[src/rtl/lec_pkg.sv]
// Shared types, constants and helpers for the local extrema counter.
package lec_pkg;

	localparam int DEF_MAX_ROWS     = 16;
	localparam int DEF_MAX_COLS     = 16;
	localparam int DEF_SAMPLE_WIDTH = 16;

	localparam int SIZE_W  = 5;
	localparam int TALLY_W = 9;
	localparam int CNT_W   = 3;

	localparam int NBR_CNT = 8;
	localparam int ROW_STEP [NBR_CNT] = '{-1, -1, -1, 0, 1, 1, 1, 0};
	localparam int COL_STEP [NBR_CNT] = '{-1, 0, 1, 1, 1, 0, -1, -1};

	// result queue depth, also the number of frame ends allowed in flight
	localparam int QDEPTH   = 8;
	localparam int QPTR_W   = $clog2(QDEPTH);
	localparam int CREDIT_W = $clog2(QDEPTH + 1);

	typedef enum logic {
		REG_ROW_COUNT = 1'b0,
		REG_COL_COUNT = 1'b1
	} lec_reg_t;

	// position flags of one sample, and which window centers it settles
	typedef struct packed {
		logic row_ge1;
		logic row_ge2;
		logic col_ge1;
		logic col_ge2;
		logic en_a;   // (i-1, j-1)
		logic en_b;   // (i-1, j) at row end
		logic en_c;   // (i, j-1) on last row
		logic en_d;   // (i, j) at last cell
	} lec_ctl_t;

	typedef struct packed {
		logic             last;
		logic [CNT_W-1:0] max_cnt;
		logic [CNT_W-1:0] min_cnt;
	} lec_cnt_t;

	typedef struct packed {
		logic [TALLY_W-1:0] maxima;
		logic [TALLY_W-1:0] minima;
		logic [TALLY_W-1:0] extrema;
	} lec_result_t;

	function automatic logic [TALLY_W-1:0] sat_add(input logic [TALLY_W-1:0] a,
			input logic [TALLY_W-1:0] b);
		logic [TALLY_W:0] s;
		s = {1'b0, a} + {1'b0, b};
		return s[TALLY_W] ? {TALLY_W{1'b1}} : s[TALLY_W-1:0];
	endfunction

endpackage

[src/rtl/local_extrema_counter_top.sv]
// Local extrema counter: strict 3x3 maxima/minima tally over a raster-order matrix.
// Throughput: one sample per cycle while sample_stall is low; the line store is read and
// written back per accepted sample. Results pass window and count registers to a queue.
// Up to 8 frame results may be queued or in flight before sample_stall rises.
// Reset clears position, tallies, result queue; row/col counts reset to 1.
// Line store contents are undefined after reset and need no clearing pass.
module local_extrema_counter_top #(
	parameter int MAX_ROWS     = lec_pkg::DEF_MAX_ROWS,
	parameter int MAX_COLS     = lec_pkg::DEF_MAX_COLS,
	parameter int SAMPLE_WIDTH = lec_pkg::DEF_SAMPLE_WIDTH
) (
	input  logic                           clk,
	input  logic                           arst_n,
	input  logic                           cfg_valid,
	output logic                           cfg_ready,
	input  lec_pkg::lec_reg_t              cfg_index,
	input  logic [lec_pkg::SIZE_W-1:0]     cfg_data,
	input  logic                           sample_valid,
	output logic                           sample_stall,
	input  logic signed [SAMPLE_WIDTH-1:0] sample,
	output logic                           result_valid,
	input  logic                           result_stall,
	output logic [lec_pkg::TALLY_W-1:0]    maxima_count,
	output logic [lec_pkg::TALLY_W-1:0]    minima_count,
	output logic [lec_pkg::TALLY_W-1:0]    extrema_count
);
	import lec_pkg::*;

	localparam int ROW_W = (MAX_ROWS > 1) ? $clog2(MAX_ROWS) : 1;
	localparam int COL_W = (MAX_COLS > 1) ? $clog2(MAX_COLS) : 1;

	logic [SIZE_W-1:0]   row_count_q, col_count_q;
	logic [ROW_W-1:0]    row_pos_q, rows_last;
	logic [COL_W-1:0]    col_pos_q, cols_last;
	logic [CREDIT_W-1:0] credit_q;
	logic                cfg_wr, accept, pop;
	logic                row_last, col_last, frame_end;
	lec_ctl_t            ctl;
	logic                col_valid;
	logic signed [SAMPLE_WIDTH-1:0] col_top, col_mid, col_bot;
	lec_ctl_t            col_ctl;
	logic                cnt_valid;
	lec_cnt_t            cnt;

	assign cfg_ready    = 1'b1;
	assign cfg_wr       = cfg_valid && cfg_ready;
	assign sample_stall = (credit_q == CREDIT_W'(QDEPTH));
	assign accept       = sample_valid && !sample_stall;
	assign pop          = result_valid && !result_stall;

	always_ff @(posedge clk or negedge arst_n) begin
		if (!arst_n) begin
			row_count_q <= SIZE_W'(1);
			col_count_q <= SIZE_W'(1);
		end else if (cfg_wr) begin
			unique case (cfg_index)
				REG_ROW_COUNT: row_count_q <= cfg_data;
				REG_COL_COUNT: col_count_q <= cfg_data;
			endcase
		end
	end

	// zero acts as one, oversize acts as the maximum
	always_comb begin
		if (row_count_q == '0) begin
			rows_last = '0;
		end else if (int'(row_count_q) > MAX_ROWS) begin
			rows_last = ROW_W'(MAX_ROWS - 1);
		end else begin
			rows_last = ROW_W'(row_count_q - SIZE_W'(1));
		end
		if (col_count_q == '0) begin
			cols_last = '0;
		end else if (int'(col_count_q) > MAX_COLS) begin
			cols_last = COL_W'(MAX_COLS - 1);
		end else begin
			cols_last = COL_W'(col_count_q - SIZE_W'(1));
		end
	end

	assign row_last  = (row_pos_q == rows_last);
	assign col_last  = (col_pos_q == cols_last);
	assign frame_end = row_last && col_last;

	always_comb begin
		ctl.row_ge1 = (row_pos_q != '0);
		ctl.row_ge2 = (row_pos_q > ROW_W'(1));
		ctl.col_ge1 = (col_pos_q != '0);
		ctl.col_ge2 = (col_pos_q > COL_W'(1));
		ctl.en_a    = ctl.row_ge1 && ctl.col_ge1;
		ctl.en_b    = ctl.row_ge1 && col_last;
		ctl.en_c    = row_last && ctl.col_ge1;
		ctl.en_d    = frame_end;
	end

	always_ff @(posedge clk or negedge arst_n) begin
		if (!arst_n) begin
			row_pos_q <= '0;
			col_pos_q <= '0;
		end else if (cfg_wr) begin
			row_pos_q <= '0;
			col_pos_q <= '0;
		end else if (accept) begin
			priority if (frame_end) begin
				row_pos_q <= '0;
				col_pos_q <= '0;
			end else if (col_last) begin
				row_pos_q <= row_pos_q + 1'b1;
				col_pos_q <= '0;
			end else begin
				col_pos_q <= col_pos_q + 1'b1;
			end
		end
	end

	// frame ends in flight or queued; bounds the result queue
	always_ff @(posedge clk or negedge arst_n) begin
		if (!arst_n) begin
			credit_q <= '0;
		end else begin
			credit_q <= credit_q + CREDIT_W'(accept && frame_end) - CREDIT_W'(pop);
		end
	end

	lec_line_store #(
		.SAMPLE_WIDTH (SAMPLE_WIDTH),
		.MAX_COLS     (MAX_COLS)
	) u_line_store (
		.clk       (clk),
		.arst_n    (arst_n),
		.accept    (accept),
		.col       (col_pos_q),
		.sample    (sample),
		.ctl       (ctl),
		.col_valid (col_valid),
		.top       (col_top),
		.mid       (col_mid),
		.bot       (col_bot),
		.col_ctl   (col_ctl)
	);

	lec_window_eval #(
		.SAMPLE_WIDTH (SAMPLE_WIDTH)
	) u_window_eval (
		.clk       (clk),
		.arst_n    (arst_n),
		.col_valid (col_valid),
		.top       (col_top),
		.mid       (col_mid),
		.bot       (col_bot),
		.col_ctl   (col_ctl),
		.cnt_valid (cnt_valid),
		.cnt       (cnt)
	);

	lec_tally u_tally (
		.clk           (clk),
		.arst_n        (arst_n),
		.restart       (cfg_wr),
		.cnt_valid     (cnt_valid),
		.cnt           (cnt),
		.result_valid  (result_valid),
		.result_stall  (result_stall),
		.maxima_count  (maxima_count),
		.minima_count  (minima_count),
		.extrema_count (extrema_count)
	);

endmodule

[src/rtl/lec_line_store.sv]
// Two-row line store with read-modify-write per column and same-column forwarding.
module lec_line_store #(
	parameter int SAMPLE_WIDTH = lec_pkg::DEF_SAMPLE_WIDTH,
	parameter int MAX_COLS     = lec_pkg::DEF_MAX_COLS,
	localparam int COL_W       = (MAX_COLS > 1) ? $clog2(MAX_COLS) : 1
) (
	input  logic                           clk,
	input  logic                           arst_n,
	input  logic                           accept,
	input  logic [COL_W-1:0]               col,
	input  logic signed [SAMPLE_WIDTH-1:0] sample,
	input  lec_pkg::lec_ctl_t              ctl,
	output logic                           col_valid,
	output logic signed [SAMPLE_WIDTH-1:0] top,
	output logic signed [SAMPLE_WIDTH-1:0] mid,
	output logic signed [SAMPLE_WIDTH-1:0] bot,
	output lec_pkg::lec_ctl_t              col_ctl
);
	import lec_pkg::*;

	localparam int WORD_W = 2 * SAMPLE_WIDTH;

	// word: upper half is row i-1, lower half row i-2
	logic [WORD_W-1:0]       mem [MAX_COLS];
	logic [WORD_W-1:0]       rd_q;
	logic [WORD_W-1:0]       fwd_word_q;
	logic [WORD_W-1:0]       word;
	logic [WORD_W-1:0]       wr_word;
	logic                    fwd_s1;
	logic                    valid_s1;
	logic [COL_W-1:0]        col_s1;
	logic [SAMPLE_WIDTH-1:0] sample_s1;
	lec_ctl_t                ctl_s1;

	always_ff @(posedge clk) begin
		if (accept) begin
			rd_q <= mem[col];
		end
		if (valid_s1) begin
			mem[col_s1] <= wr_word;
		end
	end

	always_ff @(posedge clk or negedge arst_n) begin
		if (!arst_n) begin
			valid_s1 <= 1'b0;
			fwd_s1   <= 1'b0;
		end else begin
			valid_s1 <= accept;
			// write and read of the same column at one edge: read sees old word
			fwd_s1   <= accept && valid_s1 && (col == col_s1);
		end
	end

	always_ff @(posedge clk) begin
		fwd_word_q <= wr_word;
		if (accept) begin
			col_s1    <= col;
			sample_s1 <= sample;
			ctl_s1    <= ctl;
		end
	end

	assign word    = fwd_s1 ? fwd_word_q : rd_q;
	assign wr_word = {sample_s1, word[WORD_W-1:SAMPLE_WIDTH]};

	assign col_valid = valid_s1;
	assign top       = word[SAMPLE_WIDTH-1:0];
	assign mid       = word[WORD_W-1:SAMPLE_WIDTH];
	assign bot       = sample_s1;
	assign col_ctl   = ctl_s1;

endmodule

[src/rtl/lec_window_eval.sv]
// 3x3 window registers and strict extremum tests for up to four centers per sample.
module lec_window_eval #(
	parameter int SAMPLE_WIDTH = lec_pkg::DEF_SAMPLE_WIDTH
) (
	input  logic                           clk,
	input  logic                           arst_n,
	input  logic                           col_valid,
	input  logic signed [SAMPLE_WIDTH-1:0] top,
	input  logic signed [SAMPLE_WIDTH-1:0] mid,
	input  logic signed [SAMPLE_WIDTH-1:0] bot,
	input  lec_pkg::lec_ctl_t              col_ctl,
	output logic                           cnt_valid,
	output lec_pkg::lec_cnt_t              cnt
);
	import lec_pkg::*;

	// rows: 0 = i-2, 1 = i-1, 2 = i; cols: 0 = j-2, 1 = j-1, 2 = j
	logic signed [SAMPLE_WIDTH-1:0] win_q [3][3];
	logic                           valid_s2;
	lec_ctl_t                       ctl_s2;
	logic [2:0]                     row_ok;
	logic [2:0]                     col_ok;
	logic [1:0]                     res_a, res_b, res_c, res_d;
	logic [CNT_W-1:0]               max_cnt, min_cnt;
	logic                           valid_s3;
	lec_cnt_t                       cnt_s3;

	// returns {is_max, is_min}; neighbors outside the window are out of bounds
	function automatic logic [1:0] test_center(
			input logic signed [SAMPLE_WIDTH-1:0] w [3][3],
			input logic [2:0] r_ok, input logic [2:0] c_ok,
			input int r, input int c);
		logic is_max;
		logic is_min;
		int   nr;
		int   nc;
		is_max = 1'b1;
		is_min = 1'b1;
		for (int d = 0; d < NBR_CNT; d++) begin
			nr = r + ROW_STEP[d];
			nc = c + COL_STEP[d];
			if (nr >= 0 && nr <= 2 && nc >= 0 && nc <= 2) begin
				if (r_ok[nr[1:0]] && c_ok[nc[1:0]]) begin
					if (w[r[1:0]][c[1:0]] <= w[nr[1:0]][nc[1:0]]) is_max = 1'b0;
					if (w[r[1:0]][c[1:0]] >= w[nr[1:0]][nc[1:0]]) is_min = 1'b0;
				end
			end
		end
		return {is_max, is_min};
	endfunction

	always_ff @(posedge clk) begin
		if (col_valid) begin
			for (int r = 0; r < 3; r++) begin
				win_q[r][0] <= win_q[r][1];
				win_q[r][1] <= win_q[r][2];
			end
			win_q[0][2] <= top;
			win_q[1][2] <= mid;
			win_q[2][2] <= bot;
			ctl_s2      <= col_ctl;
		end
		if (valid_s2) begin
			cnt_s3.last    <= ctl_s2.en_d;
			cnt_s3.max_cnt <= max_cnt;
			cnt_s3.min_cnt <= min_cnt;
		end
	end

	always_ff @(posedge clk or negedge arst_n) begin
		if (!arst_n) begin
			valid_s2 <= 1'b0;
			valid_s3 <= 1'b0;
		end else begin
			valid_s2 <= col_valid;
			valid_s3 <= valid_s2;
		end
	end

	always_comb begin
		row_ok = {1'b1, ctl_s2.row_ge1, ctl_s2.row_ge2};
		col_ok = {1'b1, ctl_s2.col_ge1, ctl_s2.col_ge2};
		res_a  = test_center(win_q, row_ok, col_ok, 1, 1);
		res_b  = test_center(win_q, row_ok, col_ok, 1, 2);
		res_c  = test_center(win_q, row_ok, col_ok, 2, 1);
		res_d  = test_center(win_q, row_ok, col_ok, 2, 2);
		max_cnt = CNT_W'(res_a[1] & ctl_s2.en_a) + CNT_W'(res_b[1] & ctl_s2.en_b)
			+ CNT_W'(res_c[1] & ctl_s2.en_c) + CNT_W'(res_d[1] & ctl_s2.en_d);
		min_cnt = CNT_W'(res_a[0] & ctl_s2.en_a) + CNT_W'(res_b[0] & ctl_s2.en_b)
			+ CNT_W'(res_c[0] & ctl_s2.en_c) + CNT_W'(res_d[0] & ctl_s2.en_d);
	end

	assign cnt_valid = valid_s3;
	assign cnt       = cnt_s3;

endmodule

[src/rtl/lec_tally.sv]
// Saturating frame tallies and the result queue.
module lec_tally (
	input  logic                            clk,
	input  logic                            arst_n,
	input  logic                            restart,
	input  logic                            cnt_valid,
	input  lec_pkg::lec_cnt_t               cnt,
	output logic                            result_valid,
	input  logic                            result_stall,
	output logic [lec_pkg::TALLY_W-1:0]     maxima_count,
	output logic [lec_pkg::TALLY_W-1:0]     minima_count,
	output logic [lec_pkg::TALLY_W-1:0]     extrema_count
);
	import lec_pkg::*;

	logic [TALLY_W-1:0]  max_tally_q, min_tally_q;
	logic [TALLY_W-1:0]  max_next, min_next;
	lec_result_t         queue_q [QDEPTH];
	lec_result_t         head;
	logic [QPTR_W-1:0]   wr_ptr_q, rd_ptr_q;
	logic [QPTR_W:0]     fill_q;
	logic                push, pop;

	assign max_next = sat_add(max_tally_q, TALLY_W'(cnt.max_cnt));
	assign min_next = sat_add(min_tally_q, TALLY_W'(cnt.min_cnt));
	assign push     = cnt_valid && cnt.last;
	assign pop      = result_valid && !result_stall;

	always_ff @(posedge clk or negedge arst_n) begin
		if (!arst_n) begin
			max_tally_q <= '0;
			min_tally_q <= '0;
		end else if (restart || push) begin
			max_tally_q <= '0;
			min_tally_q <= '0;
		end else if (cnt_valid) begin
			max_tally_q <= max_next;
			min_tally_q <= min_next;
		end
	end

	always_ff @(posedge clk) begin
		if (push) begin
			queue_q[wr_ptr_q].maxima  <= max_next;
			queue_q[wr_ptr_q].minima  <= min_next;
			queue_q[wr_ptr_q].extrema <= sat_add(max_next, min_next);
		end
	end

	// depth is a power of two, so pointers wrap on their own
	always_ff @(posedge clk or negedge arst_n) begin
		if (!arst_n) begin
			wr_ptr_q <= '0;
			rd_ptr_q <= '0;
			fill_q   <= '0;
		end else begin
			if (push) wr_ptr_q <= wr_ptr_q + 1'b1;
			if (pop)  rd_ptr_q <= rd_ptr_q + 1'b1;
			fill_q <= fill_q + (QPTR_W+1)'(push) - (QPTR_W+1)'(pop);
		end
	end

	assign head          = queue_q[rd_ptr_q];
	assign result_valid  = (fill_q != '0);
	assign maxima_count  = head.maxima;
	assign minima_count  = head.minima;
	assign extrema_count = head.extrema;

endmodule
[config.mk]
export PLATFORM = sky130hd
export DESIGN_NAME = local_extrema_counter_top
export DESIGN_NICKNAME = d
export VERILOG_FILES = /design/src/rtl/lec_pkg.sv /design/src/rtl/local_extrema_counter_top.sv /design/src/rtl/lec_line_store.sv /design/src/rtl/lec_window_eval.sv /design/src/rtl/lec_tally.sv
export SDC_FILE = /design/constraint.sdc
export NUM_CORES = 1
export LEC_CHECK = 0
export BUFFER_PORTS_ARGS = -buffer_cell sky130_fd_sc_hd__clkbuf_2
export CORE_AREA = 2 2 303 305
export DETAILED_ROUTE_END_ITERATION = 10
export DIE_AREA = 0 0 305 307
export PLACE_DENSITY = 0.75
export SETUP_SLACK_MARGIN = 0.2
export SKIP_CTS_REPAIR_TIMING = 1
export SYNTH_ARGS = -nofsm -noshare
export SYNTH_HDL_FRONTEND = slang
export SYNTH_SLANG_ARGS = --single-unit
[constraint.sdc]
create_clock -name clk -period 6.2 [get_ports clk]
set_input_delay 1.24 -clock clk [delete_from_list [all_inputs] [get_ports clk]]
set_output_delay 1.24 -clock clk [all_outputs]
set_load 0.01 [all_outputs]
[Yosys cells after proc, flatten, opt, wreduce, memory -nomap -nowiden]
Memory sizes are Yosys's and may differ from the RTL's. A register that Yosys moved wholly into a read port is not among the register bits.
Cells that the tools add are included.
Cells by class
  add/subtract/negate cells: 19
  multipliers: 0
  divide/modulo/power cells: 0
  magnitude comparators: 46
  eq/ne operators: 4
  shift operators: 0
  multiplexer cells: 102
  bitwise operators: 9
  reduce and logical (&&, ||, !) cells: 28
Operator list (count)
  greater-or-equal comparator 16 bit: 21
  less-or-equal comparator 16 bit: 21
  two-way mux 1 bit: 82
  two-way mux 9 bit: 7
  two-way mux 4 bit: 12
  two-way mux 32 bit: 1
  adder 9 x 3 -> 10 bit: 2
  adder 3 bit: 6
  logical AND 1 bit: 14
  equality test 4 bit: 3
  nonzero test 4 bit: 3
  adder 9 x 9 -> 10 bit: 1
  greater-than comparator 5 bit, second input constant: 2
  logical NOT 5 bit: 2
  adder 4 x 1 -> 4 bit: 2
  adder 4 x 1 -> 4 bit, second input constant: 2
  AND 1 bit: 8
  greater-than comparator 4 x 1 -> 1 bit, second input constant: 2
  subtractor 4 x 1 -> 4 bit: 2
  subtractor 4 x 1 -> 4 bit, second input constant: 2
  adder 3 x 1 -> 3 bit, second input constant: 2
  AND reduction 2 bit: 3
  equality test 4 bit, second input constant: 1
  nonzero test 2 bit: 2
  other kinds (4): 5
Storage, ports and cells
  register bits after elaboration: 273
  latch bits: 0
  memory bits (writable): 728
  ROM bits: 0
  bits of input ports: 27
  memories: 2
Memories
  u_line_store.mem: depth 16, bits a word 32, read ports 1, clocked after Yosys merged registers in 1, wr ports 1, RTL line lec_line_store.sv:24  | logic [WORD_W-1:0] mem [MAX_COLS];
  u_tally.queue_q: depth 8, bits a word 27, read ports 1, clocked after Yosys merged registers in 0, wr ports 1, RTL line lec_tally.sv:18  | lec_result_t queue_q [QDEPTH];

[Depth between registers and ports, before layout]
  word-level depth: 20
  depth in mapped cells: 15

[Hierarchy]
A second synthesis with hierarchy kept.
Second synthesis, totals
  cell total of the unflattened synthesis: 2715
  area, all modules: 45632.5 µm²
Modules (own cells, without submodules)
  lec_line_store: instances 1, cells each 944, area each 22112.5 µm², seq. area each 17867.1 µm²
  lec_window_eval: instances 1, cells each 986, area each 11106.9 µm², seq. area each 4824.6 µm²
  lec_tally: instances 1, cells each 592, area each 10641.5 µm², seq. area each 7186.9 µm²
  local_extrema_counter_top: instances 1, cells each 193, area each 1771.7 µm², seq. area each 553.0 µm²

[Worst setup path after synthesis]
No wires, ideal clock.
  kind: register -> register
  start point: reg u_line_store.valid_s1, in the netlist u_line_store.col_valid
  end point: mem u_line_store.mem[12][0] (netlist bit), enable pin
  library setup time: 0.461 ns
  arrival time: 6.366 ns
  slack: -0.627 ns
  stages on the path, launching flop included: 3
  buffers on the path: 0
  clock period less this slack: 6.827 ns
  cell sequence: dfrtp_1 nand3_1 nor3_1
Between the ends
  cells in the longest elaborated chain, start to end: 2
Ends and longest elaborated chain
  start, declared: RTL line lec_line_store.sv:30  | logic valid_s1;
  start signal, assigned: RTL line lec_line_store.sv:49  | valid_s1 <= accept;
  two-way mux 1 bit: RTL line lec_line_store.sv:39  | if (valid_s1) begin
  two-way mux 1 bit (not written as such): RTL line lec_line_store.sv:40  | mem[col_s1] <= wr_word;
  end, declared: RTL line lec_line_store.sv:24
No other way between the ends.

[Worst setup path after layout]
  start point: reg u_window_eval.cnt_s3, in the netlist u_window_eval.cnt[1]
  end point: mem u_tally.queue_q[5][7] (netlist bit) (data pin)
Between the ends
  cells in the longest elaborated chain, start to end: 4
Ends and longest elaborated chain
  start, declared: RTL line lec_window_eval.sv:26  | lec_cnt_t cnt_s3;
  adder 9 x 3 -> 10 bit: RTL line lec_pkg.sv:53  | s = {1'b0, a} + {1'b0, b};
  two-way mux 9 bit: RTL line lec_pkg.sv:54  | return s[TALLY_W] ? {TALLY_W{1'b1}} : s[TALLY_W-1:0];
  via u_tally.min_next[1]: RTL line lec_tally.sv:17  | logic [TALLY_W-1:0] max_next, min_next;
  adder 9 x 9 -> 10 bit: RTL line lec_pkg.sv:53
  two-way mux 9 bit: RTL line lec_pkg.sv:54
  end, declared: RTL line lec_tally.sv:18
The timed path passes the listed nets, and every way through them passes these cells.

==> reports/metrics.cfg <==
[timing]
hold_viol = 0
fin_setup_tns_ns = 0
rsz0062_at_grt = false
max-slew-margin-rel = 0.119
finalCritPeriodShare = 0.754
min_period_ns = 4.67
whs_ns = 0.428
report.final.slew_viol_count = 0
worst_pin_slew_ns = 1.32
setup_slack_ns = 1.53
clock_skew_ns = 0.0596
setup_viol = 0
max_freq_mhz = 214

[setup_path]
arrival_ns = 4.99
worst_setup_path_end_kind = flop
cp-endpoint = u_tally.queue_q[5][7]
startpoint = u_window_eval.cnt[1]
r2r_slack_ns = 1.53
reg2reg_depth = 14
worstSetupStartpointType = flop
timing.rr.end = u_tally.queue_q[5][7]
crit_fanout = 11
critical_path_class = reg -> reg
r2r-start = u_window_eval.cnt[1]
cp.required_ns = 6.52

[cells_and_area]
area_growth_syn_to_layout_pct = 11.5
mostFrequentLayoutCells = 947 x edfxtp_1, 280 x ha_1, 214 x mux4_2
fin_area_um2 = 50100
drive_gt1_frac = 0.207
fillCellCount = 6727
final_common_cell = edfxtp_1
nets = 2991
instances_no_fill = 3952

[global_routing]
grt_util_all_layers = 0.217
grt_max_degree = 119
antenna_found_initial = 1
grt_first_pass_wirelength_um = 153000
grt_overflow = 0
grt_pass1_vias = 25100

[route]
final_antenna_net_count = 0
wl_um = 100000
drc = 0
viasPerCell = 6.10
via_count = 24100
wl_per_cell_um = 25.4
firstDrtPassIters = 5
drt_first_iter_violations = 2002

[flow_run]
drv_cap = 0

[die]
dieArea_um2 = 93600
num_rows = 111
die_x_um = 305
core_region_area_um2 = 90700
initial_core_util = 0.495
die_y_um = 307
ios = 57

[synth]
muxShareOfSynthArea = 0.127
synth_top_family_by_area = multiplexers
synthXorXnorAreaFrac = 0.00663
ys_seq_area_frac = 0.677
syn-num-nets = 2865
synth_compound_area_frac = 0.0425
yosys.area_share.simple = 0.0438
synth_cell_type_count = 83
netlist_area_um2 = 44900
yosys.area_share.adder = 0.0816
synth_area_leaders = edfxtp_1 63%, mux4_2 11%, ha_1 7.8%, dfrtp_1 2.9%, mux2_2 1.8%
yosys.area.top_type_share = 0.633
synthFlopType = edfxtp_1
synth_enable_flop_cells = 947
synth_top_area_cell = edfxtp_1
synthArstFlopShare = 0.0523
avgSynthCellArea_um2 = 17.6
yosys_register_bits = 1033
syn_inst = 2551
yosysWarnings = 0

[power]
pwr-share-comb = 0.224
pwr-share-seq = 0.479
intPower_w = 0.0142
swShare = 0.292
p_leak_nw = 17.7
powerDensity_nw_per_um2 = 401
p_sw_w = 0.00586
p_clk_frac = 0.297
vdd_ir_drop_max_uv = 362

[clock_tree]
cts_tree = done
clockBufferDepth = 3
clock_sinks = 1033
clock_latency_ns = 0.71
clk_pin_slew_worst_paths_ns = 0.06
numCtsBuffers = 101
htreeDepth = 3
root_buffer = clkbuf_16

[placement]
io_buffers = 55
place_ws_ns = 1.62
hpwl_um = 61000
dp_cells = 3760
place_congestion = 0.894
placedInstanceArea_um2 = 46900

[hold_path]
worstHoldPathType = reg -> reg

[run_status]
status = finished clean

-- worst min-delay path by stage --
stage / depth (start not counted) / endpoint / start / slack (ns)
finish: 0 / u_window_eval.ctl_s2[1] / u_line_store.col_ctl[1] / 0.43
global route: 0 / u_window_eval.ctl_s2[6] / u_line_store.col_ctl[6] / 0.43
CTS: 0 / u_window_eval.ctl_s2[6] / u_line_store.col_ctl[6] / 0.43
detailed placement: 0 / u_window_eval.ctl_s2[6] / u_line_store.col_ctl[6] / 0.41
global placement: 0 / u_window_eval.ctl_s2[6] / u_line_store.col_ctl[6] / 0.41
floorplan: 0 / u_window_eval.col_ok[0] / u_line_store.col_ctl[4] / 0.40
-- power by group through the flow --
stage               logic [W]  registers (W)  clock network (W)
floorplan             0.00338        0.00930                  0
global placement      0.00432        0.00969                  0
detailed placement    0.00449        0.00976                  0
CTS                   0.00453        0.00963            0.00607
global route          0.00495        0.00972            0.00632
finish                0.00449        0.00962            0.00595
-- critical path: stages, from the launching register on --
cell and delay [ns]:
edfxtp_1 0.42, ha_1 0.33, a21o_1 0.16, a21oi_1 0.35
nor2_1 0.13, nand3_1 0.24, nand2b_1 0.29, ha_1 0.38
a21o_1 0.16, a21oi_1 0.25, o21bai_1 0.09, a21oi_1 0.24
o21ai_1 0.17, a31oi_1 0.75, nand2_1 0.38
-- stage by stage --
| stage | total power (W) | util |
|---|---|---|
| 5_1_grt | 0.0210 | 0.552 |
| 4_1_cts | 0.0202 | 0.552 |
| 6_report | 0.0201 | 0.552 |
| 3_3_place_gp | 0.0140 | 0.517 |
| 2_1_floorplan | 0.0127 | - |
| 3_5_place_dp | 0.0143 | 0.517 |
-- cell usage after synthesis (all sizes together), types with 5 or more instances --
| cell | instances |
|---|---|
| inv | 177 |
| nor2b | 24 |
| xor2 | 9 |
| dfrtp | 52 |
| nand3b | 7 |
| fa | 7 |
| o41ai | 5 |
| dfxtp | 32 |
| nand3 | 41 |
| nor2 | 59 |
| a21boi | 7 |
| and3 | 11 |
| xnor2 | 25 |
| edfxtp | 947 |
| a211o | 6 |
| nor4 | 12 |
| mux4 | 214 |
| o21bai | 5 |
| nand2b | 19 |
| nor3b | 5 |
| o21a | 5 |
| clkbuf | 36 |
| nand4 | 51 |
| mux2 | 73 |
| buf | 31 |
| a22o | 18 |
| nor3 | 23 |
| o31ai | 5 |
| ha | 280 |
| mux2i | 6 |
| o21ai | 33 |
| nand2 | 81 |
| a21o | 28 |
| a31oi | 7 |
| o211ai | 15 |
| a211oi | 13 |
| a21oi | 114 |
-- metal layers --
metal / wire, um / global-route usage / vias up
met5: 0 / 0 / -
met2: 50600 / 0.371 / 865
met4: 3150 / 0.0783 / 0
met3: 5540 / 0.0312 / 213
met1: 41100 / 0.287 / 12500
li1: - / - / 10500
-- state kept, by name, summed over array words and instances (netlist names), 5 cells and up --
| signal | count |
|---|---|
| col_count_q | 5 |
| row_count_q | 5 |
| u_line_store.bot | 16 |
| u_line_store.col_ctl | 8 |
| u_line_store.fwd_word_q | 32 |
| u_line_store.mem | 512 |
| u_line_store.rd_q | 32 |
| u_tally.max_tally_q | 9 |
| u_tally.min_tally_q | 9 |
| u_tally.queue_q | 216 |
| u_window_eval.cnt | 7 |
| u_window_eval.ctl_s2 | 6 |
| u_window_eval.win_q | 144 |
-- kinds of logic (layout without fill, tap and decap cells) --
group,after synthesis,count (layout)
compound gates,293,293
xor+xnor,34,34
fa+ha+maj,289,289
buf+inv,244,458
flops,1033,1033
mux,293,293
other cells,1,2
simple gates,364,364
-- cell type report --
class / count / area [um^2] / area share
Clock inverter: 55 / 483 / 0.00964
Timing Repair Buffer: 90 / 551 / 0.0110
Sequential cell: 1033 / 30500 / 0.608
Clock buffer: 136 / 2750 / 0.0549
Antenna cell: 1 / 2.50 / 0.0000499
Inverter: 177 / 664 / 0.0133
Tap cell: 1186 / 1480 / 0.0296
Multi-Input combinational cell: 1274 / 13700 / 0.274
Note: power is estimated with default switching activity, not from simulation.
